==> src/rtl/ucs_pkg.sv <==
// Package for the endpoint 0 control sequencer: codes, payload structs and
// the queue sizes shared by the front, queue, back and top level files.
// Depends on nothing.
package ucs_pkg;

  // Queue sizes
  localparam int OQ_DEPTH = 4;
  localparam int OQ_AW    = $clog2(OQ_DEPTH);
  localparam int RQ_DEPTH = 4;
  localparam int RQ_AW    = $clog2(RQ_DEPTH);

  // Event codes
  localparam logic [2:0] CMD_BUS_RESET = 3'd0;
  localparam logic [2:0] CMD_SETUP     = 3'd1;
  localparam logic [2:0] CMD_POLL      = 3'd2;
  localparam logic [2:0] CMD_IN_DONE   = 3'd3;

  // Action codes
  localparam logic [2:0] ACT_NONE   = 3'd0;
  localparam logic [2:0] ACT_DATA   = 3'd1;
  localparam logic [2:0] ACT_ZLP    = 3'd2;
  localparam logic [2:0] ACT_ADDR   = 3'd3;
  localparam logic [2:0] ACT_CONFIG = 3'd4;
  localparam logic [2:0] ACT_MOUSE  = 3'd5;

  // Control stage codes as seen on the result port
  localparam logic [2:0] STC_SETUP        = 3'd0;
  localparam logic [2:0] STC_DATA_IN      = 3'd1;
  localparam logic [2:0] STC_DATA_IN_IDLE = 3'd2;
  localparam logic [2:0] STC_DATA_IN_ZERO = 3'd3;
  localparam logic [2:0] STC_STATUS_OUT   = 3'd4;
  localparam logic [2:0] STC_STATUS_IN    = 3'd5;

  // Setup request decode
  localparam logic [6:0] SEL_STD_DEVICE  = 7'h00;
  localparam logic [6:0] SEL_STD_IFACE   = 7'h01;
  localparam logic [6:0] SEL_CLASS_IFACE = 7'h21;
  localparam logic [7:0] REQ_SET_ADDRESS = 8'h05;
  localparam logic [7:0] REQ_GET_DESC    = 8'h06;
  localparam logic [7:0] REQ_SET_CONFIG  = 8'h09;
  localparam logic [7:0] REQ_SET_IDLE    = 8'h0A;
  localparam logic [7:0] DT_DEVICE       = 8'h01;
  localparam logic [7:0] DT_CONFIG       = 8'h02;
  localparam logic [7:0] DT_HID_REPORT   = 8'h22;

  // Descriptor sources
  localparam logic [1:0] SRC_DEVICE = 2'd0;
  localparam logic [1:0] SRC_CONFIG = 2'd1;
  localparam logic [1:0] SRC_REPORT = 2'd2;

  // Device modes
  localparam logic [1:0] MODE_DEFAULT    = 2'd0;
  localparam logic [1:0] MODE_ADDRESSED  = 2'd1;
  localparam logic [1:0] MODE_CONFIGURED = 2'd2;

  localparam logic [3:0] EP_MASK = 4'hF;

  // Configuration register indexes and reset values
  localparam logic [1:0]  CFG_MAX_PACKET = 2'd0;
  localparam logic [1:0]  CFG_INT_EP     = 2'd1;
  localparam logic [1:0]  CFG_REPORT_LEN = 2'd2;
  localparam logic [6:0]  MPS_RESET      = 7'd64;
  localparam logic [3:0]  INT_EP_RESET   = 4'd1;
  localparam logic [15:0] REPORT_LEN_RESET = 16'd52;

  typedef enum logic [5:0] {
    STG_SETUP        = 6'b000001,
    STG_DATA_IN      = 6'b000010,
    STG_DATA_IN_IDLE = 6'b000100,
    STG_DATA_IN_ZERO = 6'b001000,
    STG_STATUS_OUT   = 6'b010000,
    STG_STATUS_IN    = 6'b100000
  } stage_t;

  typedef enum logic [3:0] {
    OP_NONE,
    OP_BUS_RESET,
    OP_GET_DESC,
    OP_SET_ADDR,
    OP_SET_CONFIG,
    OP_SET_IDLE,
    OP_REPORT_DESC,
    OP_POLL,
    OP_IN_DONE
  } op_kind_t;

  typedef struct packed {
    logic [2:0]  cmd;
    logic [7:0]  request_type;
    logic [7:0]  request_code;
    logic [15:0] request_value;
    logic [15:0] request_length;
    logic [3:0]  endpoint;
  } in_t;

  typedef struct packed {
    logic [2:0]  action;
    logic [3:0]  target_endpoint;
    logic [1:0]  data_source;
    logic [15:0] data_offset;
    logic [6:0]  data_length;
    logic [6:0]  new_address;
    logic [1:0]  usb_state;
    logic [2:0]  stage;
    logic [7:0]  config_value;
    logic        last;
  } out_t;

  // Classified event between front and back
  typedef struct packed {
    op_kind_t    kind;
    logic [15:0] len;
    logic [7:0]  arg;
    logic [1:0]  src;
    logic [3:0]  ep;
  } op_t;

  // One or two results written by the back part in a cycle
  typedef struct packed {
    logic valid;
    logic two;
    out_t item0;
    out_t item1;
  } res_pair_t;

  function automatic logic [2:0] stage_code(stage_t s);
    logic [2:0] c;
    unique case (s)
      STG_SETUP:        c = STC_SETUP;
      STG_DATA_IN:      c = STC_DATA_IN;
      STG_DATA_IN_IDLE: c = STC_DATA_IN_IDLE;
      STG_DATA_IN_ZERO: c = STC_DATA_IN_ZERO;
      STG_STATUS_OUT:   c = STC_STATUS_OUT;
      STG_STATUS_IN:    c = STC_STATUS_IN;
      default:          c = STC_SETUP;
    endcase
    return c;
  endfunction

endpackage

==> src/rtl/ucs_front.sv <==
// Front part: classifies an incoming event and its setup bytes into an op.
// Depends on ucs_pkg.
module ucs_front import ucs_pkg::*; (
  input  in_t in_data,
  output op_t op
);

  logic [6:0] sel;
  logic [7:0] dtype;

  assign sel   = in_data.request_type[6:0];
  assign dtype = in_data.request_value[15:8];

  always_comb begin
    op      = '0;
    op.kind = OP_NONE;
    op.len  = in_data.request_length;
    op.ep   = in_data.endpoint;
    priority if (in_data.cmd == CMD_BUS_RESET) begin
      op.kind = OP_BUS_RESET;
    end else if (in_data.cmd == CMD_SETUP) begin
      priority if (sel == SEL_STD_DEVICE) begin
        priority if (in_data.request_code == REQ_GET_DESC) begin
          if (dtype == DT_DEVICE || dtype == DT_CONFIG) begin
            op.kind = OP_GET_DESC;
            op.src  = (dtype == DT_DEVICE) ? SRC_DEVICE : SRC_CONFIG;
          end
        end else if (in_data.request_code == REQ_SET_ADDRESS) begin
          op.kind = OP_SET_ADDR;
          op.arg  = {1'b0, in_data.request_value[6:0]};
        end else if (in_data.request_code == REQ_SET_CONFIG) begin
          op.kind = OP_SET_CONFIG;
          op.arg  = in_data.request_value[7:0];
        end else begin
        end
      end else if (sel == SEL_CLASS_IFACE) begin
        if (in_data.request_code == REQ_SET_IDLE) op.kind = OP_SET_IDLE;
      end else if (sel == SEL_STD_IFACE) begin
        if (dtype == DT_HID_REPORT) op.kind = OP_REPORT_DESC;
      end else begin
      end
    end else if (in_data.cmd == CMD_POLL) begin
      op.kind = OP_POLL;
    end else if (in_data.cmd == CMD_IN_DONE) begin
      op.kind = OP_IN_DONE;
    end else begin
      // OUT-complete and unused codes: leave as none
    end
  end

endmodule

==> src/rtl/ucs_opq.sv <==
// Op queue between front and back: a few classified events in flight.
// Depends on ucs_pkg.
module ucs_opq import ucs_pkg::*; (
  input  logic clk,
  input  logic rst_n,
  input  logic push,
  input  op_t  op_in,
  input  logic pop,
  output op_t  op_out,
  output logic full,
  output logic empty
);

  op_t              mem_r [OQ_DEPTH];
  logic [OQ_AW-1:0] wr_ptr_r, wr_ptr_nxt;
  logic [OQ_AW-1:0] rd_ptr_r, rd_ptr_nxt;
  logic [OQ_AW:0]   count_r, count_nxt;

  assign full   = (count_r == (OQ_AW+1)'(OQ_DEPTH));
  assign empty  = (count_r == '0);
  assign op_out = mem_r[rd_ptr_r];

  always_comb begin
    wr_ptr_nxt = push ? wr_ptr_r + OQ_AW'(1) : wr_ptr_r;
    rd_ptr_nxt = pop  ? rd_ptr_r + OQ_AW'(1) : rd_ptr_r;
    count_nxt  = count_r + (OQ_AW+1)'(push) - (OQ_AW+1)'(pop);
  end

  always_ff @(posedge clk) begin
    if (!rst_n) begin
      wr_ptr_r <= '0;
      rd_ptr_r <= '0;
      count_r  <= '0;
    end else begin
      wr_ptr_r <= wr_ptr_nxt;
      rd_ptr_r <= rd_ptr_nxt;
      count_r  <= count_nxt;
    end
  end

  always_ff @(posedge clk) begin
    if (push) mem_r[wr_ptr_r] <= op_in;
  end

endmodule

==> src/rtl/ucs_back.sv <==
// Back part: control transfer state, configuration registers, and the
// result items for each op. Depends on ucs_pkg.
module ucs_back import ucs_pkg::*; (
  input  logic        clk,
  input  logic        rst_n,
  input  logic        cfg_wr,
  input  logic [1:0]  cfg_index,
  input  logic [15:0] cfg_data,
  input  op_t         op,
  input  logic        op_valid,
  input  logic        room,
  output logic        op_pop,
  output res_pair_t   res
);

  logic [6:0]  mps_r;
  logic [3:0]  int_ep_r;
  logic [15:0] rdl_r;

  stage_t      stage_r, stage_nxt;
  logic [1:0]  mode_r, mode_nxt;
  logic [15:0] remain_r, remain_nxt;
  logic [15:0] offset_r, offset_nxt;
  logic [1:0]  src_r, src_nxt;
  logic [7:0]  config_r, config_nxt;

  logic        fire;
  logic [15:0] mps_ext;
  logic [15:0] size;
  logic [15:0] remain_dec;
  logic        used0;
  logic        two;
  logic [2:0]  act0, act1;
  logic [3:0]  ep0, ep1;
  logic [6:0]  addr0;

  assign fire    = op_valid && room;
  assign op_pop  = fire;
  assign mps_ext = {9'd0, mps_r};
  assign size    = (remain_r < mps_ext) ? remain_r : mps_ext;
  assign remain_dec = remain_r - size;

  always_comb begin
    stage_nxt  = stage_r;
    mode_nxt   = mode_r;
    remain_nxt = remain_r;
    offset_nxt = offset_r;
    src_nxt    = src_r;
    config_nxt = config_r;
    used0 = 1'b0;
    two   = 1'b0;
    act0  = ACT_NONE;
    act1  = ACT_NONE;
    ep0   = '0;
    ep1   = '0;
    addr0 = '0;
    res   = '0;

    unique case (op.kind)
      OP_BUS_RESET: begin
        remain_nxt = '0;
        config_nxt = '0;
        mode_nxt   = MODE_DEFAULT;
        stage_nxt  = STG_SETUP;
        act0       = ACT_ADDR;
      end
      OP_GET_DESC: begin
        src_nxt    = op.src;
        offset_nxt = '0;
        remain_nxt = op.len;
        stage_nxt  = STG_DATA_IN;
      end
      OP_REPORT_DESC: begin
        src_nxt    = SRC_REPORT;
        offset_nxt = '0;
        remain_nxt = rdl_r;
        stage_nxt  = STG_DATA_IN;
      end
      OP_SET_ADDR: begin
        act0      = ACT_ADDR;
        addr0     = op.arg[6:0];
        mode_nxt  = MODE_ADDRESSED;
        stage_nxt = STG_STATUS_IN;
      end
      OP_SET_CONFIG: begin
        config_nxt = op.arg;
        act0       = ACT_CONFIG;
        ep0        = int_ep_r & EP_MASK;
        act1       = ACT_ZLP;
        ep1        = int_ep_r & EP_MASK;
        two        = 1'b1;
        mode_nxt   = MODE_CONFIGURED;
        stage_nxt  = STG_STATUS_IN;
      end
      OP_SET_IDLE: begin
        stage_nxt = STG_STATUS_IN;
      end
      OP_POLL: begin
        priority if (stage_r == STG_DATA_IN) begin
          act0       = ACT_DATA;
          remain_nxt = remain_dec;
          offset_nxt = offset_r + size;
          // Full last packet needs a zero-length packet to close the data stage
          if (remain_dec != '0)   stage_nxt = STG_DATA_IN_IDLE;
          else if (size == mps_ext) stage_nxt = STG_DATA_IN_ZERO;
          else                    stage_nxt = STG_STATUS_OUT;
        end else if (stage_r == STG_STATUS_OUT) begin
          stage_nxt = STG_SETUP;
        end else if (stage_r == STG_STATUS_IN) begin
          act0      = ACT_ZLP;
          stage_nxt = STG_SETUP;
        end else begin
          // other stages: hold
        end
      end
      OP_IN_DONE: begin
        priority if (remain_r != '0) begin
          stage_nxt = STG_DATA_IN;
        end else if (stage_r == STG_DATA_IN_ZERO) begin
          act0      = ACT_ZLP;
          used0     = 1'b1;
          stage_nxt = STG_STATUS_OUT;
        end else begin
        end
        if (op.ep == (int_ep_r & EP_MASK)) begin
          if (used0) begin
            act1 = ACT_MOUSE;
            ep1  = op.ep;
            two  = 1'b1;
          end else begin
            act0 = ACT_MOUSE;
            ep0  = op.ep;
          end
        end
      end
      default: begin
      end
    endcase

    res.valid                 = fire;
    res.two                   = two;
    res.item0.action          = act0;
    res.item0.target_endpoint = ep0;
    res.item0.new_address     = addr0;
    if (act0 == ACT_DATA) begin
      res.item0.data_source = src_r;
      res.item0.data_offset = offset_r;
      res.item0.data_length = size[6:0];
    end
    res.item0.usb_state       = mode_nxt;
    res.item0.stage           = stage_code(stage_nxt);
    res.item0.config_value    = config_nxt;
    res.item0.last            = !two;
    res.item1.action          = act1;
    res.item1.target_endpoint = ep1;
    res.item1.usb_state       = mode_nxt;
    res.item1.stage           = stage_code(stage_nxt);
    res.item1.config_value    = config_nxt;
    res.item1.last            = 1'b1;
  end

  always_ff @(posedge clk) begin
    if (!rst_n) begin
      stage_r  <= STG_SETUP;
      mode_r   <= MODE_DEFAULT;
      remain_r <= '0;
      offset_r <= '0;
      src_r    <= SRC_DEVICE;
      config_r <= '0;
    end else if (fire) begin
      stage_r  <= stage_nxt;
      mode_r   <= mode_nxt;
      remain_r <= remain_nxt;
      offset_r <= offset_nxt;
      src_r    <= src_nxt;
      config_r <= config_nxt;
    end
  end

  always_ff @(posedge clk) begin
    if (!rst_n) begin
      mps_r    <= MPS_RESET;
      int_ep_r <= INT_EP_RESET;
      rdl_r    <= REPORT_LEN_RESET;
    end else if (cfg_wr) begin
      unique case (cfg_index)
        CFG_MAX_PACKET: mps_r    <= cfg_data[6:0];
        CFG_INT_EP:     int_ep_r <= cfg_data[3:0];
        CFG_REPORT_LEN: rdl_r    <= cfg_data;
        default: begin
        end
      endcase
    end
  end

  a_packet_within_mps: assert property (@(posedge clk) disable iff (!rst_n)
    fire && op.kind == OP_POLL && stage_r == STG_DATA_IN
      |-> res.item0.data_length <= mps_r)
    else $error("data packet longer than max packet size");

  a_bus_reset_clears: assert property (@(posedge clk) disable iff (!rst_n)
    fire && op.kind == OP_BUS_RESET
      |=> mode_r == MODE_DEFAULT && remain_r == '0 && stage_r == STG_SETUP)
    else $error("bus reset did not clear transfer state");

endmodule

==> src/rtl/ucs_resq.sv <==
// Result queue: takes one or two items a cycle from the back part and
// hands the oldest to the result port. Depends on ucs_pkg.
module ucs_resq import ucs_pkg::*; (
  input  logic      clk,
  input  logic      rst_n,
  input  res_pair_t wr,
  output logic      room,
  input  logic      pop,
  output logic      empty,
  output out_t      head
);

  out_t             mem_r [RQ_DEPTH];
  logic [RQ_AW-1:0] wr_ptr_r, wr_ptr_nxt;
  logic [RQ_AW-1:0] rd_ptr_r, rd_ptr_nxt;
  logic [RQ_AW:0]   count_r, count_nxt;
  logic [RQ_AW:0]   wr_cnt;
  logic             do_pop;
  logic [RQ_AW-1:0] wr_ptr_p1;

  assign empty     = (count_r == '0);
  assign room      = (count_r <= (RQ_AW+1)'(RQ_DEPTH - 2));
  assign head      = mem_r[rd_ptr_r];
  assign do_pop    = pop && !empty;
  assign wr_ptr_p1 = wr_ptr_r + RQ_AW'(1);

  always_comb begin
    wr_cnt     = wr.valid ? (wr.two ? (RQ_AW+1)'(2) : (RQ_AW+1)'(1)) : '0;
    wr_ptr_nxt = wr_ptr_r + wr_cnt[RQ_AW-1:0];
    rd_ptr_nxt = do_pop ? rd_ptr_r + RQ_AW'(1) : rd_ptr_r;
    count_nxt  = count_r + wr_cnt - (RQ_AW+1)'(do_pop);
  end

  always_ff @(posedge clk) begin
    if (!rst_n) begin
      wr_ptr_r <= '0;
      rd_ptr_r <= '0;
      count_r  <= '0;
    end else begin
      wr_ptr_r <= wr_ptr_nxt;
      rd_ptr_r <= rd_ptr_nxt;
      count_r  <= count_nxt;
    end
  end

  always_ff @(posedge clk) begin
    if (wr.valid) mem_r[wr_ptr_r] <= wr.item0;
    if (wr.valid && wr.two) mem_r[wr_ptr_p1] <= wr.item1;
  end

  a_count_bounded: assert property (@(posedge clk) disable iff (!rst_n)
    count_r <= (RQ_AW+1)'(RQ_DEPTH))
    else $error("result queue overfilled");

  a_write_has_room: assert property (@(posedge clk) disable iff (!rst_n)
    wr.valid |-> count_r <= (RQ_AW+1)'(RQ_DEPTH - 2))
    else $error("results written without room for two");

endmodule

==> src/rtl/usb_control_endpoint_sequencer_core.sv <==
// Top level of the endpoint 0 control sequencer: front classifier, op queue,
// back executor and result queue. Depends on ucs_pkg and the ucs_* modules.
//
//   channel   direction  handshake            payload
//   in_       event in   in_push / in_full    in_data   (in_t)
//   out_      result out out_pop / out_empty  out_data  (out_t)
//   cfg_      reg write  cfg_valid/cfg_ready  cfg_index, cfg_data
//
// One event is accepted per cycle while the op queue has space. The back part
// executes one op per cycle whenever the result queue has room for two items,
// so the sustained rate is one event per cycle, bounded by how fast results
// (one or two per event) are popped. An accepted event is written into the op
// queue and executed once it heads that queue and the result queue has room;
// its results are written into the result queue, whose head is on out_data.
// Reset is synchronous and active low; it empties both queues and restores
// the registers to their defaults. Configuration writes are always taken
// (cfg_ready stays high) and an index beyond the register list is dropped.
module usb_control_endpoint_sequencer_core import ucs_pkg::*; (
  input  logic        clk,
  input  logic        rst_n,
  // event requests
  input  logic        in_push,
  output logic        in_full,
  input  in_t         in_data,
  // result requests
  output logic        out_empty,
  input  logic        out_pop,
  output out_t        out_data,
  // register writes
  input  logic        cfg_valid,
  output logic        cfg_ready,
  input  logic [1:0]  cfg_index,
  input  logic [15:0] cfg_data
);

  op_t       front_op;
  op_t       head_op;
  logic      oq_push;
  logic      oq_empty;
  logic      op_pop;
  logic      rq_room;
  res_pair_t res;

  // Registers are always writable: the back part reads them only when ops run
  assign cfg_ready = 1'b1;

  // Accept a request whenever the op queue has space
  assign oq_push = in_push && !in_full;

  ucs_front u_front (
    .in_data (in_data),
    .op      (front_op)
  );

  ucs_opq u_opq (
    .clk    (clk),
    .rst_n  (rst_n),
    .push   (oq_push),
    .op_in  (front_op),
    .pop    (op_pop),
    .op_out (head_op),
    .full   (in_full),
    .empty  (oq_empty)
  );

  // Advance the head op only when both of its possible results fit
  ucs_back u_back (
    .clk       (clk),
    .rst_n     (rst_n),
    .cfg_wr    (cfg_valid && cfg_ready),
    .cfg_index (cfg_index),
    .cfg_data  (cfg_data),
    .op        (head_op),
    .op_valid  (!oq_empty),
    .room      (rq_room),
    .op_pop    (op_pop),
    .res       (res)
  );

  // Hold results here until popped; the back part keeps running meanwhile while room for two remains
  ucs_resq u_resq (
    .clk   (clk),
    .rst_n (rst_n),
    .wr    (res),
    .room  (rq_room),
    .pop   (out_pop),
    .empty (out_empty),
    .head  (out_data)
  );

endmodule

==> config.mk <==
export PLATFORM = sky130hd
export DESIGN_NAME = usb_control_endpoint_sequencer_core
export DESIGN_NICKNAME = d
export VERILOG_FILES = /design/src/rtl/ucs_pkg.sv /design/src/rtl/ucs_front.sv /design/src/rtl/ucs_opq.sv /design/src/rtl/ucs_back.sv /design/src/rtl/ucs_resq.sv /design/src/rtl/usb_control_endpoint_sequencer_core.sv
export SDC_FILE = /design/constraint.sdc
export NUM_CORES = 1
export LEC_CHECK = 0
export BUFFER_PORTS_ARGS = -buffer_cell sky130_fd_sc_hd__buf_4
export CORE_ASPECT_RATIO = 0.9
export CORE_MARGIN = 5
export CORE_UTILIZATION = 54
export CTS_CLUSTER_DIAMETER = 80
export DETAILED_ROUTE_END_ITERATION = 8
export GPL_ROUTABILITY_DRIVEN = 0
export GPL_TIMING_DRIVEN = 1
export PLACE_DENSITY_LB_ADDON = 0.3
export SETUP_SLACK_MARGIN = 0.02
export SLEW_MARGIN = 20
export SYNTH_ARGS = -nofsm -noshare
export SYNTH_HDL_FRONTEND = slang
export SYNTH_HIERARCHICAL = 1
export SYNTH_SLANG_ARGS = --single-unit
==> constraint.sdc <==
create_clock -name clk -period 5.63 [get_ports clk]
set_input_delay 1.126 -clock clk [delete_from_list [all_inputs] [get_ports clk]]
set_output_delay 1.126 -clock clk [all_outputs]
set_load 0.03 [all_outputs]
### Word-level counts from Yosys, hierarchy flattened

Memories as Yosys holds them, arrays and structs flattened. A register that Yosys moved wholly into a read port is not among the register bits.
Cells that the tools add are included.
Widths: inputs -> output; s select.

| storage, ports and cells | value |
|---|---|
| bits in registers | 91 |
| memory bits (writable) | 348 |
| output and inout bits | 56 |
| logic and storage cells | 170 |
| memories kept | 2 |

| cells by class | value |
|---|---|
| add/sub/neg operators | 11 |
| order comparisons | 2 |
| equal/unequal tests | 36 |
| mux-type cells | 76 |
| reduce and logical (&&, ||, !) cells | 28 |

Memories:

| memory | words | bits a word | read ports | clocked after Yosys merged registers in | wr ports | RTL line | text |
|---|---|---|---|---|---|---|---|
| u_resq.mem_r | 4 | 53 | 1 | 1 | 2 | ucs_resq.sv:13 | `out_t mem_r [RQ_DEPTH];` |
| u_opq.mem_r | 4 | 34 | 1 | 1 | 1 | ucs_opq.sv:14 | `op_t mem_r [OQ_DEPTH];` |

Operators by type and width:

| kind | number |
|---|---|
| $pmux 16 s4 | 1 |
| $mux 4 | 13 |
| $mux 16 | 3 |
| $mux 6 | 6 |
| $mux 3 | 11 |
| $pmux 16 s2 | 1 |
| $reduce_bool 16->1 | 2 |
| $mux 10 | 3 |
| $pmux 6 s5 | 1 |
| $mux 25 | 1 |
| $mux 8 | 3 |
| $mux 2 | 10 |
| $add 16x16->16 | 1 |
| $eq 16x7->1 | 1 |
| $eq 4x3->1 const B | 4 |
| $eq 8x3->1 const B | 2 |
| $eq 8x4->1 const B | 2 |
| $lt 16x7->1 | 1 |
| $pmux 4 s2 | 2 |
| $pmux 8 s2 | 1 |
| $sub 16x16->16 | 1 |
| $pmux 3 s5 | 1 |
| $eq 6x2->1 const B | 2 |
| $eq 6x4->1 const B | 2 |
| 44 further kinds | 78 |

### Logic depth before layout (Yosys ltp)

Gate-level depths: netlist of run 1.

| depth | value |
|---|---|
| word-level depth | 11 |
| mapped depth | 20 |
| gate-level depth less buffers | 19 |

### Modules after synthesis

The synthesis of run 1 kept the hierarchy.

By module, submodules not included:

| module | instances | cells an instance | area each (µm²) | sequential area each (µm²) |
|---|---|---|---|---|
| ucs_resq | 1 | 569 | 10729.0 | 6546.3 |
| ucs_back | 1 | 770 | 5915.7 | 1541.5 |
| ucs_opq | 1 | 221 | 5397.7 | 4264.1 |
| ucs_front | 1 | 67 | 494.2 | 0.0 |
| usb_control_endpoint_sequencer_core | 1 | 4 | 28.8 | 0.0 |

### Least setup slack after synthesis of run 1

No wires, ideal clock.

| timing path | value |
|---|---|
| kind | register to register |
| start point | reg with a tool-made name |
| end point | mem u_resq/mem_r[2][0] (netlist bit), enable pin |
| setup time | 470 ps |
| data arrival time | 5279 ps |
| data required time | 5160 ps |
| path slack | -119 ps |
| stages on the path, launching flop included | 14 |
| buffers on the path | 6 |
| cell sequence | dfxtp_1 -> buf_6 -> mux4_1 -> clkbuf_1 -> nor2b_1 -> nor3b_1 -> clkbuf_1 -> buf_1 -> nor2_1 -> inv_1 -> buf_4 -> buf_4 -> a21oi_1 -> nor2b_1 |

RTL lines:

| what | RTL line |
|---|---|
| end: declaration | ucs_resq.sv:13 |

==> results of run 1 <==
## kinds of logic (layout without fill, tap and decap cells)
logic type	after synthesis	count (layout)
buffers and inverters	193	282
flip-flops	443	443
multiplexers	311	311
adder cells (fa/ha/maj)	43	43
XOR/XNOR	41	41
AO/OA/AOI/OAI	221	221
other	4	44
AND/OR/NAND/NOR	375	375
## metrics by stage
stage	power (mW)	setup slack (ns)	hold slack, ns
2_1_floorplan	7.53	-0.00627	0.436
4_1_cts	11.8	0.412	0.466
3_3_place_gp	8.60	0.537	0.450
5_1_grt	12.3	0.0725	0.487
3_5_place_dp	8.72	0.449	0.457
6_report	11.8	0.460	0.464
## worst paths after layout
| check | endpoint | slack, ns | start | cells after the start |
|---|---|---|---|---|
| setup / recovery | u_resq/mem_r[1][11]$_DFFE_PP_ | 0.46 | u_back/remain_r[5]$_SDFFE_PN0P_ | 17 |
| hold / removal | u_back/rdl_r[12]$_SDFFE_PN0P_ | 0.46 | u_back/rdl_r[12]$_SDFFE_PN0P_ | 2 |
| setup reg to reg | u_resq/mem_r[1][11]$_DFFE_PP_ | 0.46 | u_back/remain_r[5]$_SDFFE_PN0P_ | 17 |
| hold reg to reg | u_back/rdl_r[12]$_SDFFE_PN0P_ | 0.46 | u_back/rdl_r[12]$_SDFFE_PN0P_ | 2 |
## per-layer routing
layer,part of all wire [%],wire [µm],vias to the layer above,track usage (%)
met5,0,0,-,0
met4,1.6,814,0,4.67
met3,6.9,3420,64,4.41
met2,48,23800,408,35.4
met1,44,21700,6760,30.0
li1,-,-,6340,-
## final cells by class
class                      instances  share of cell area [%]
clock inverter                    21                    1.01
sequential                       443                    48.9
timing repair buffer             160                    5.00
clock buffer                      62                    5.09
antenna                            1                 0.00991
multi-input combinational       1034                    36.7
tap                              547                    2.71
inverter                          39                   0.579
## flip-flops by register name (all words and copies together), names as in the netlist, 3 cells and up, named ones only
signal           cells
u_back/int_ep_r      4
u_back/mps_r         7
u_resq/mem_r       212
u_resq/count_r       3
u_back/offset_r     16
u_back/config_r      8
u_opq/count_r        3
u_opq/mem_r        136
u_back/rdl_r        16
u_back/stage_r       6
u_back/remain_r     16
## cells in the final DEF, fill, tap and decap left out, types with 18 or more instances in the layout
| cell type | Yosys | routed |
|---|---|---|
| sky130_fd_sc_hd__buf_4 | 74 | 155 |
| sky130_fd_sc_hd__mux4_2 | 83 | 83 |
| sky130_fd_sc_hd__xnor2_1 | 21 | 21 |
| sky130_fd_sc_hd__o21ai_0 | 43 | 42 |
| sky130_fd_sc_hd__mux2_2 | 208 | 208 |
| sky130_fd_sc_hd__a21boi_0 | 30 | 30 |
| sky130_fd_sc_hd__conb_1 | 4 | 43 |
| sky130_fd_sc_hd__nor2b_1 | 30 | 29 |
| sky130_fd_sc_hd__a21oi_1 | 33 | 33 |
| sky130_fd_sc_hd__nand3_1 | 18 | 18 |
| sky130_fd_sc_hd__xor2_1 | 19 | 19 |
| sky130_fd_sc_hd__edfxtp_1 | 348 | 348 |
| sky130_fd_sc_hd__inv_1 | 38 | 38 |
| sky130_fd_sc_hd__dfxtp_1 | 95 | 92 |
| sky130_fd_sc_hd__and2_1 | 27 | 26 |
| sky130_fd_sc_hd__nand2_1 | 108 | 108 |
| sky130_fd_sc_hd__ha_1 | 39 | 39 |
| sky130_fd_sc_hd__clkbuf_16 | 0 | 49 |
| sky130_fd_sc_hd__and3_1 | 29 | 29 |
| sky130_fd_sc_hd__nor2_1 | 61 | 59 |
## power by group
part | internal [mW] | switching (mW)
sequential | 4.28 | 0.301
clock | 1.87 | 1.23
combinational | 1.68 | 2.42
## timing repair
item,4_1_cts,5_1_grt
endpoints found under the setup margin,0,8
hold endpoints to repair,0,0
resized for setup,0,3
buffers inserted,0,0
## tightest hold or removal path, delay by kind of cell (launching register included)
family,cells,cell delay [ns]
and+or+nand+nor,1,0.05
DFF,1,0.31
AOI/OAI and AO/OA,1,0.06
==> impl_metrics.json, run 1 <==
{
  "worstSkewPairLatency_ns": 0.56,
  "timing.critical_path.max_delay_family": "compound AO/OA/AOI/OAI gates",
  "totalNegativeSetupSlack_ns": 0,
  "synthesis.area_per_instance_um2": 13.8,
  "final-seq-area_um2": 12400,
  "postSynth.topFlopCell": "sky130_fd_sc_hd__edfxtp_1",
  "ys_types": 95,
  "synth_area_in_compound_gates_pct": 6.99,
  "critPathCaptureType": "register",
  "full_die_area_um2": 46000,
  "finalCoreUtilization_pct": 60.8,
  "pwr_density_cell_nw_per_um2": 466,
  "netlist_top_cells_area": "sky130_fd_sc_hd__edfxtp_1 46%, sky130_fd_sc_hd__mux2_2 10%, sky130_fd_sc_hd__dfxtp_1 8.4%",
  "worst_path_cell_with_the_longest_stage_delay": "sky130_fd_sc_hd__fa_1",
  "slew_at_the_pin_closest_to_its_max_slew_limit_ns": 1.01,
  "gr-usage-all-layers_pct": 21.5,
  "die_x_um": 225,
  "slowest_delay_ns": 0.47,
  "crit_arrival_ns": 5.59,
  "grt_antenna_before_repair": 0,
  "synthMuxAreaShare_pct": 19.9,
  "fin_skew_ns": 0.0148,
  "rows": 71,
  "drc": 0,
  "drt_iter0_drc": 1238,
  "period_share_pct": 91.8,
  "max-clock-path-buffers": 3,
  "worst_path_most_repeated_cell": "sky130_fd_sc_hd__nor2b_1",
  "i_o_pin_count": 134,
  "ys_async_sr_fraction_pct": 0,
  "multi_input_comb_area_um2": 9260,
  "instances_no_fill": 2307,
  "synthDominantCellAreaShare_pct": 46.3,
  "drt_pre_antenna_iters": 7,
  "startpoint_type": "register",
  "drv_slew": 0,
  "port_buffers": 131,
  "area_of_the_mapped_netlist_um2": 22600,
  "fillers": 3196,
  "grt_start_max_net_pins": 54,
  "grt_overflow": 0,
  "peakVddDrop_mv": 0.400,
  "synth_warnings": 6,
  "number_of_enable_type_register_cells_in_the_synthesized_netlist": 348,
  "library_cell_with_the_highest_instance_count_after_synthesis": "sky130_fd_sc_hd__edfxtp_1",
  "post_cts_hold_buffer_count": 0,
  "unrepaired_setup_endpoints_after_global_routing": "false",
  "drv.max_cap_violation_count": 0,
  "hold_viol": 0,
  "yosys.area.top_type": "sky130_fd_sc_hd__edfxtp_1",
  "simple_gate_fraction_of_synth_area_pct": 9.00,
  "worstPathRequired_ns": 6.05,
  "synth_common_cells": "348 x sky130_fd_sc_hd__edfxtp_1, 208 x sky130_fd_sc_hd__mux2_2, 108 x sky130_fd_sc_hd__nand2_1",
  "final_design_area_no_fill_um2": 25300,
  "setup.worst_path.class": "register to register",
  "setup_viol_count_final": 0,
  "syn-instance-count": 1631,
  "dpl.cell_count": 2223,
  "coreArea_um2": 41600,
  "grt_first_pass_wirelength_um": 78400,
  "postSynthRegisterBits": 443,
  "number_of_global_route_vias_before_repair": 14000,
  "postRouteAntennaNets": 0,
  "cts.clk_slew.worst_paths_ns": 0.06,
  "cts_tree": "built",
  "cts_root_buf": "sky130_fd_sc_hd__clkbuf_16",
  "cp_cell_sequence": "ha_1 > nor2b_1 > a21o_1 > a211oi_2 > o21ai_4 > a21oi_1 > inv_1 > fa_1 > nor2b_1 > o31a_1 > o21ai_1 > xor2_1 > nand4bb_1 > or4_1 > o21a_1 > nor3_2 > mux2_2",
  "p_leak_nw": 9.57,
  "synth_top_family_by_area": "multiplexers",
  "avgRoutedWirePerCell_um": 21.5,
  "fmaxAchievable_ghz": 0.193,
  "detail_route.vias_per_cell": 5.88,
  "nets": 1845,
  "dieHeight_um": 204,
  "critical_path_peak_fanout": 10,
  "start_util_pct": 54.3,
  "via_count": 13600,
  "synth-seq-area-share_pct": 54.7,
  "layout-drive-gt1-share_pct": 31.8,
  "drt_wl_total_um": 49700,
  "hold_path.class": "register to register",
  "timing.final.crit_period_ns": 5.17,
  "cp.buffers_inverters": 1,
  "synth_xor_area_share_pct": 1.66,
  "maxSlewHeadroom_pct": 32.7,
  "clock_sinks": 443,
  "dpl_cell_area_um2": 23700,
  "synthAdderAreaFrac_pct": 2.52,
  "layout-area-overhead-vs-synth_pct": 11.9,
  "cts_htree_levels": 2,
  "run_status": "finished, final reports clean",
  "hpwl_um": 31300,
  "cts_inserted_buffers": 46
}
(Power assumes the default switching activity.)
==> run 2: changes to the inputs <==
--- a/config.mk
+++ b/config.mk
@@ -15,7 +15,6 @@
 export GPL_TIMING_DRIVEN = 1
 export PLACE_DENSITY_LB_ADDON = 0.3
 export SETUP_SLACK_MARGIN = 0.02
-export SLEW_MARGIN = 20
 export SYNTH_ARGS = -nofsm -noshare
 export SYNTH_HDL_FRONTEND = slang
 export SYNTH_HIERARCHICAL = 1
==> constraint.sdc (replaced) <==
create_clock -name clk -period 5.63 [get_ports clk]
set_input_delay 1.126 -clock clk [delete_from_list [all_inputs] [get_ports clk]]
set_output_delay 1.126 -clock clk [all_outputs]
set_load 0.01 [all_outputs]
==> run 2 against run 1 <==
Non-clock buffer count unchanged. Clock skew up 0.0015 ns. Cell count about the same. Worst hold slack worse by 0.00065 ns. Largest cell class unchanged.
==> impl_metrics.json, run 2 (synthesis gave the netlist of run 1 again) <==
{
  "avgRoutedWirePerCell_um": 21.6,
  "cts_htree_levels": 2,
  "drc": 0,
  "detail_route.vias_per_cell": 5.91,
  "clock_sinks": 443,
  "start_util_pct": 54.3,
  "antenna_cells_inserted": 0,
  "i_o_pin_count": 134,
  "worst_path_most_repeated_cell": "sky130_fd_sc_hd__nor2b_1",
  "cts_root_buf": "sky130_fd_sc_hd__clkbuf_16",
  "hold_viol": 0,
  "via_count": 13600,
  "unrepaired_setup_endpoints_after_global_routing": "false",
  "cts_inserted_buffers": 46,
  "final_design_area_no_fill_um2": 25300,
  "port_buffers": 131,
  "critPathCaptureType": "register",
  "layout-drive-gt1-share_pct": 31.8,
  "max-clock-path-buffers": 3,
  "post_cts_hold_buffer_count": 0,
  "worstPathRequired_ns": 6.05,
  "grt_start_max_net_pins": 54,
  "drv_slew": 0,
  "run_status": "finished, final reports clean",
  "p_leak_nw": 9.57,
  "drv.max_cap_violation_count": 0,
  "fin_skew_ns": 0.0163,
  "timing.critical_path.max_delay_family": "compound AO/OA/AOI/OAI gates",
  "number_of_global_route_vias_before_repair": 14000,
  "hold_path.class": "register to register",
  "grt_overflow": 0,
  "fmaxAchievable_ghz": 0.194,
  "layout_top_registers": "u_resq/mem_r (212), u_opq/mem_r (136)",
  "gr-usage-all-layers_pct": 21.5,
  "slew_at_the_pin_closest_to_its_max_slew_limit_ns": 1.14,
  "cts_tree": "built",
  "startpoint_type": "register",
  "timing.final.crit_period_ns": 5.16,
  "grt_antenna_before_repair": 0,
  "dieHeight_um": 204,
  "cp_cell_sequence": "ha_1 > nor2b_1 > a21o_1 > a211oi_2 > o21ai_4 > a21oi_1 > inv_1 > fa_1 > nor2b_1 > o31a_1 > o21ai_1 > xor2_1 > nand4bb_1 > or4_1 > o21a_1 > nor3_2 > mux2_2",
  "full_die_area_um2": 46000,
  "peakVddDrop_mv": 0.316,
  "layout.cells.most_common": "sky130_fd_sc_hd__edfxtp_1",
  "setup_viol_count_final": 0,
  "slowest_delay_ns": 0.47,
  "nets": 1845,
  "maxSlewHeadroom_pct": 23.8,
  "largest_register_ffs": 212,
  "layout-area-overhead-vs-synth_pct": 11.9,
  "die_x_um": 225,
  "grt_first_pass_wirelength_um": 78400,
  "setup.worst_path.class": "register to register",
  "drt_iter0_drc": 1314,
  "fin_total_pwr_mw": 11.4,
  "critical_path_peak_fanout": 10,
  "most_frequent_cells_in_the_layout": "348 x sky130_fd_sc_hd__edfxtp_1, 208 x sky130_fd_sc_hd__mux2_2, 155 x sky130_fd_sc_hd__buf_4",
  "crit_arrival_ns": 5.58,
  "drt_pre_antenna_iters": 6,
  "dpl_cell_area_um2": 23700,
  "largest-register": "u_resq/mem_r",
  "drt_wl_total_um": 49800,
  "coreArea_um2": 41600,
  "worst_path_cell_with_the_longest_stage_delay": "sky130_fd_sc_hd__fa_1",
  "cts.clk_slew.worst_paths_ns": 0.06,
  "pwr_density_cell_nw_per_um2": 450,
  "period_share_pct": 91.7,
  "hpwl_um": 31300,
  "worstSkewPairLatency_ns": 0.56,
  "postRouteAntennaNets": 0,
  "cp.buffers_inverters": 1,
  "rows": 71
}
[run 2: worst paths after layout]
path	slack (ns)	depth (start not counted)	start	end
setup / recovery	0.47	17	u_back/remain_r[5]$_SDFFE_PN0P_	u_resq/mem_r[1][11]$_DFFE_PP_
hold reg to reg	0.46	2	u_back/rdl_r[14]$_SDFFE_PN0P_	u_back/rdl_r[14]$_SDFFE_PN0P_
setup reg to reg	0.47	17	u_back/remain_r[5]$_SDFFE_PN0P_	u_resq/mem_r[1][11]$_DFFE_PP_
hold / removal	0.46	2	u_back/rdl_r[14]$_SDFFE_PN0P_	u_back/rdl_r[14]$_SDFFE_PN0P_
[run 2: where the power goes]
part	internal, mW	switching, mW	leakage [nW]	total [mW]
combinational	1.66	2.03	4.72	3.69
sequential	4.28	0.302	4.09	4.58
clock	1.87	1.23	0.755	3.10
total	7.81	3.56	9.57	11.4
[run 2: through the flow]
step                instances  TNS, ns  hold WS, ns  setup slack, ns  util [%]
finish                   2306        0        0.463            0.469      60.7
detailed placement       2223        0        0.457            0.449      57.0
global route             2306        0        0.487           0.0725      60.7
global placement         2223        0        0.450            0.537      57.0
floorplan                1670   -0.664        0.436         -0.00627         -
CTS                      2306        0        0.466            0.412      60.7
[run 2: layout make-up]
type	count	area, µm²
clock buffers	62	1280
flip-flops and latches	443	12400
inverters	39	146
well taps	547	684
repair buffers	160	1260
fillers	3197	16300
multi-input cells	1034	9260
clock inverters	21	255
[run 2: tightest hold or removal path, stage by stage (launching register included)]
cell,delay (ns)
sky130_fd_sc_hd__dfxtp_1,0.31
sky130_fd_sc_hd__nand2_1,0.05
sky130_fd_sc_hd__a21boi_0,0.06
[run 2: layer usage]
layer	up-vias	global-route usage (%)	wire length [µm]
met3	65	4.41	3490
met4	0	4.67	829
met2	422	35.4	23700
met5	-	0	0
li1	6343	-	-
met1	6791	30.0	21800
[run 2: timing repair]
item,CTS,global route
setup buffers,0,0
setup endpoints to repair,0,8
hold endpoints to repair,0,0
gates resized for setup,0,3
==> run 3: changes to the inputs <==
--- a/config.mk
+++ b/config.mk
@@ -5,6 +5,7 @@
 export SDC_FILE = /design/constraint.sdc
 export NUM_CORES = 1
 export LEC_CHECK = 0
+export ABC_AREA = 1
 export BUFFER_PORTS_ARGS = -buffer_cell sky130_fd_sc_hd__buf_4
 export CORE_ASPECT_RATIO = 0.9
 export CORE_MARGIN = 5
==> constraint.sdc (replaced) <==
create_clock -name clk -period 6.2 [get_ports clk]
set_input_delay 1.24 -clock clk [delete_from_list [all_inputs] [get_ports clk]]
set_output_delay 1.24 -clock clk [all_outputs]
set_load 0.01 [all_outputs]
==> run 3 against run 2 <==
Area after synthesis up 4.1%. Clock skew increased by 0.016 ns. Critical endpoint is now u_resq/mem_r[3][11]$_DFFE_PP_. Critical path type unchanged. Total power rose by 0.23%.
==> impl_metrics.json, run 3 <==
{
  "timing.final.crit_period_ns": 5.01,
  "i_o_pin_count": 134,
  "slowest_delay_ns": 0.59,
  "postSynthRegisterBits": 443,
  "fin_total_pwr_mw": 11.4,
  "synth-seq-area-share_pct": 52.6,
  "grt_start_max_net_pins": 107,
  "drt_pre_antenna_iters": 6,
  "cp.buffers_inverters": 4,
  "start_util_pct": 54.7,
  "gr-usage-all-layers_pct": 22.2,
  "cts.clk_slew.worst_paths_ns": 0.06,
  "setup_ws_ns": 1.19,
  "grt_first_pass_wirelength_um": 86900,
  "largest_register_ffs": 212,
  "p_leak_nw": 9.87,
  "fin_skew_ns": 0.0320,
  "setup.reg_to_reg.worst_slack_ns": 1.19,
  "drv.max_cap_violation_count": 0,
  "port_buffers": 131,
  "drc": 0,
  "syn-instance-count": 2676,
  "largest-register": "u_resq/mem_r",
  "coreArea_um2": 43000,
  "setup_viol_count_final": 0,
  "layout.cells.most_common": "sky130_fd_sc_hd__nand2_1",
  "worst_path_cell_with_the_longest_stage_delay": "sky130_fd_sc_hd__a21oi_1",
  "ys_types": 55,
  "antenna_cells_inserted": 0,
  "p_comb_share_pct": 38.7,
  "synthesis.area_per_instance_um2": 8.78,
  "avgRoutedWirePerCell_um": 16.5,
  "period_share_pct": 80.8,
  "internal-power_mw": 7.01,
  "nets": 2831,
  "crit_arrival_ns": 5.39,
  "pwr-share-seq_pct": 37.8,
  "drv_slew": 0,
  "synth_common_cells": "481 x sky130_fd_sc_hd__nand2_1, 348 x sky130_fd_sc_hd__edfxtp_1, 332 x sky130_fd_sc_hd__inv_1",
  "number_of_global_route_vias_before_repair": 16800,
  "netSwitchingPower_mw": 4.39,
  "startpoint_type": "register",
  "power_frac_clock_pct": 23.5,
  "power_switching_share_pct": 38.5,
  "run_status": "finished, final reports clean",
  "final_design_area_no_fill_um2": 25700,
  "timing.critical_path.max_delay_family": "simple AND/OR/NAND/NOR gates",
  "dpl_cell_area_um2": 24200,
  "netlist_top_cells_area": "sky130_fd_sc_hd__edfxtp_1 44%, sky130_fd_sc_hd__dfxtp_1 8.1%, sky130_fd_sc_hd__nand2_1 7.7%",
  "finalCoreUtilization_pct": 59.8,
  "cts_inserted_buffers": 46,
  "cts_tree": "built",
  "postSynth.topFlopCell": "sky130_fd_sc_hd__edfxtp_1",
  "hpwl_um": 34500,
  "startpoint_of_the_lowest_slack_hold_path": "u_back/rdl_r[1]$_SDFFE_PN0P_",
  "cts_htree_levels": 2,
  "synth_warnings": 6,
  "synthDominantCellAreaShare_pct": 44.5,
  "rr_endpoint": "u_resq/mem_r[3][11]$_DFFE_PP_",
  "number_of_enable_type_register_cells_in_the_synthesized_netlist": 348,
  "pwr_density_cell_nw_per_um2": 444,
  "crit-reg2reg-launch": "u_back/mps_r[5]$_SDFFE_PN0P_",
  "pre_cts_slack_ns": 1.27,
  "grt_antenna_before_repair": 1,
  "maxSlewHeadroom_pct": 17.3,
  "area_of_the_mapped_netlist_um2": 23500,
  "fmaxAchievable_ghz": 0.200,
  "drt_iter0_drc": 1726,
  "critical_path_peak_fanout": 16,
  "die_x_um": 230,
  "clock_sinks": 443,
  "grt_overflow": 0,
  "worst_hold_path_cell_count": 2,
  "slew_at_the_pin_closest_to_its_max_slew_limit_ns": 1.24,
  "worstSkewPairLatency_ns": 0.57,
  "ys_async_sr_fraction_pct": 0,
  "layout_top_registers": "u_resq/mem_r (212), u_opq/mem_r (136)",
  "unrepaired_setup_endpoints_after_global_routing": "false",
  "full_die_area_um2": 47800,
  "rows": 72,
  "post_cts_hold_buffer_count": 0,
  "via_count": 17800,
  "fillers": 3595,
  "layout-drive-gt1-share_pct": 11.9,
  "worstPathRequired_ns": 6.58,
  "cp_num_cells": 26,
  "library_cell_with_the_highest_instance_count_after_synthesis": "sky130_fd_sc_hd__nand2_1",
  "critPathCaptureType": "register",
  "post-cts-setup-buffers": 0,
  "max-clock-path-buffers": 3,
  "most_frequent_cells_in_the_layout": "480 x sky130_fd_sc_hd__nand2_1, 348 x sky130_fd_sc_hd__edfxtp_1, 326 x sky130_fd_sc_hd__inv_1",
  "dieHeight_um": 208,
  "detail_route.vias_per_cell": 5.41,
  "yosys.area.top_type": "sky130_fd_sc_hd__edfxtp_1",
  "hold_viol": 0,
  "hold_path.class": "register to register",
  "r2r.worst_path.cells": 26,
  "drt_wl_total_um": 54500,
  "layout-area-overhead-vs-synth_pct": 9.34,
  "setup.worst_path.class": "register to register",
  "peakVddDrop_mv": 0.298,
  "cts_root_buf": "sky130_fd_sc_hd__clkbuf_16",
  "hold_path_end": "u_back/rdl_r[1]$_SDFFE_PN0P_",
  "postRouteAntennaNets": 0,
  "ctsResizeCount": 0,
  "totalNegativeSetupSlack_ns": 0
}
run 3: routing by layer:
layer | up-vias | part of all wire [%] | track usage [%]
met1 | 8191 | 43 | 30.5
met3 | 82 | 7.5 | 3.69
li1 | 8941 | - | -
met2 | 627 | 48 | 36.9
met5 | - | 0.037 | 0
met4 | 2 | 2.0 | 5.92
run 3: cell type report:
type | instances | area, µm² | share of cell area [%]
Tap cell | 555 | 694 | 2.70
Inverter | 347 | 1300 | 5.07
Clock inverter | 19 | 186 | 0.725
Multi-Input combinational cell | 1724 | 8740 | 34.0
Clock buffer | 65 | 1270 | 4.96
Sequential cell | 443 | 12400 | 48.1
Timing Repair Buffer | 148 | 1140 | 4.42
run 3: kinds of logic after synthesis:
kind of cell	share of synthesized area, %
fa+ha+maj	2.42
simple gates	16.5
xor+xnor	0.447
other cells	0.0639
buf+inv	11.0
compound gates	17.1
flops	52.6
run 3: metrics by stage:
| step | hold WS [ns] | instances |
|---|---|---|
| floorplan | 0.425 | 2715 |
| global placement | 0.437 | 3217 |
| detailed placement | 0.448 | 3217 |
| CTS | 0.456 | 3301 |
| global route | 0.478 | 3301 |
| finish | 0.451 | 3301 |
run 3: power by group through the flow:
stage                     clock [mW]  sequential (mW)  combinational [mW]
final                           2.68             4.31                4.41
after CTS                       2.73             4.31                4.40
after global routing            2.86             4.38                4.91
after floorplan                    0             4.23                3.28
after global placement             0             4.35                4.26
after detailed placement           0             4.37                4.38
run 3: worst register-to-register path, cell delays in order (launching register included):
cell,delay [ns]
sky130_fd_sc_hd__dfxtp_1,0.40
sky130_fd_sc_hd__inv_1,0.08
sky130_fd_sc_hd__ha_1,0.31
sky130_fd_sc_hd__a21oi_1,0.14
sky130_fd_sc_hd__nor3_1,0.06
sky130_fd_sc_hd__nor3_1,0.15
sky130_fd_sc_hd__nand3_1,0.41
sky130_fd_sc_hd__a21oi_1,0.59
sky130_fd_sc_hd__inv_1,0.18
sky130_fd_sc_hd__fa_1,0.45
sky130_fd_sc_hd__inv_1,0.11
sky130_fd_sc_hd__nand3_1,0.11
sky130_fd_sc_hd__nand2_2,0.11
sky130_fd_sc_hd__nand2_2,0.10
sky130_fd_sc_hd__nand3_2,0.09
sky130_fd_sc_hd__nand2_1,0.05
sky130_fd_sc_hd__nand2_1,0.13
sky130_fd_sc_hd__nand2_2,0.09
sky130_fd_sc_hd__nor2_4,0.14
sky130_fd_sc_hd__nand4_4,0.15
sky130_fd_sc_hd__a21oi_4,0.21
sky130_fd_sc_hd__nand2_2,0.09
sky130_fd_sc_hd__nor2_2,0.10
sky130_fd_sc_hd__nand2_1,0.05
sky130_fd_sc_hd__nor2_1,0.23
sky130_fd_sc_hd__inv_1,0.12
sky130_fd_sc_hd__o21ai_0,0.20
run 3: how the worst max path moves through the flow:
stage	startpoint	to	slack, ns
after floorplan	register	u_resq/mem_r[3][0]$_DFFE_PP_	0.27
after global placement	u_back/mps_r[5]$_SDFFE_PN0P_	u_resq/mem_r[3][11]$_DFFE_PP_	1.39
after detailed placement	u_back/mps_r[5]$_SDFFE_PN0P_	u_resq/mem_r[3][11]$_DFFE_PP_	1.27
after CTS	u_back/mps_r[5]$_SDFFE_PN0P_	u_resq/mem_r[2][11]$_DFFE_PP_	1.26
after global routing	u_back/remain_r[5]$_SDFFE_PN0P_	u_resq/mem_r[3][11]$_DFFE_PP_	0.61
final	u_back/mps_r[5]$_SDFFE_PN0P_	u_resq/mem_r[3][11]$_DFFE_PP_	1.19
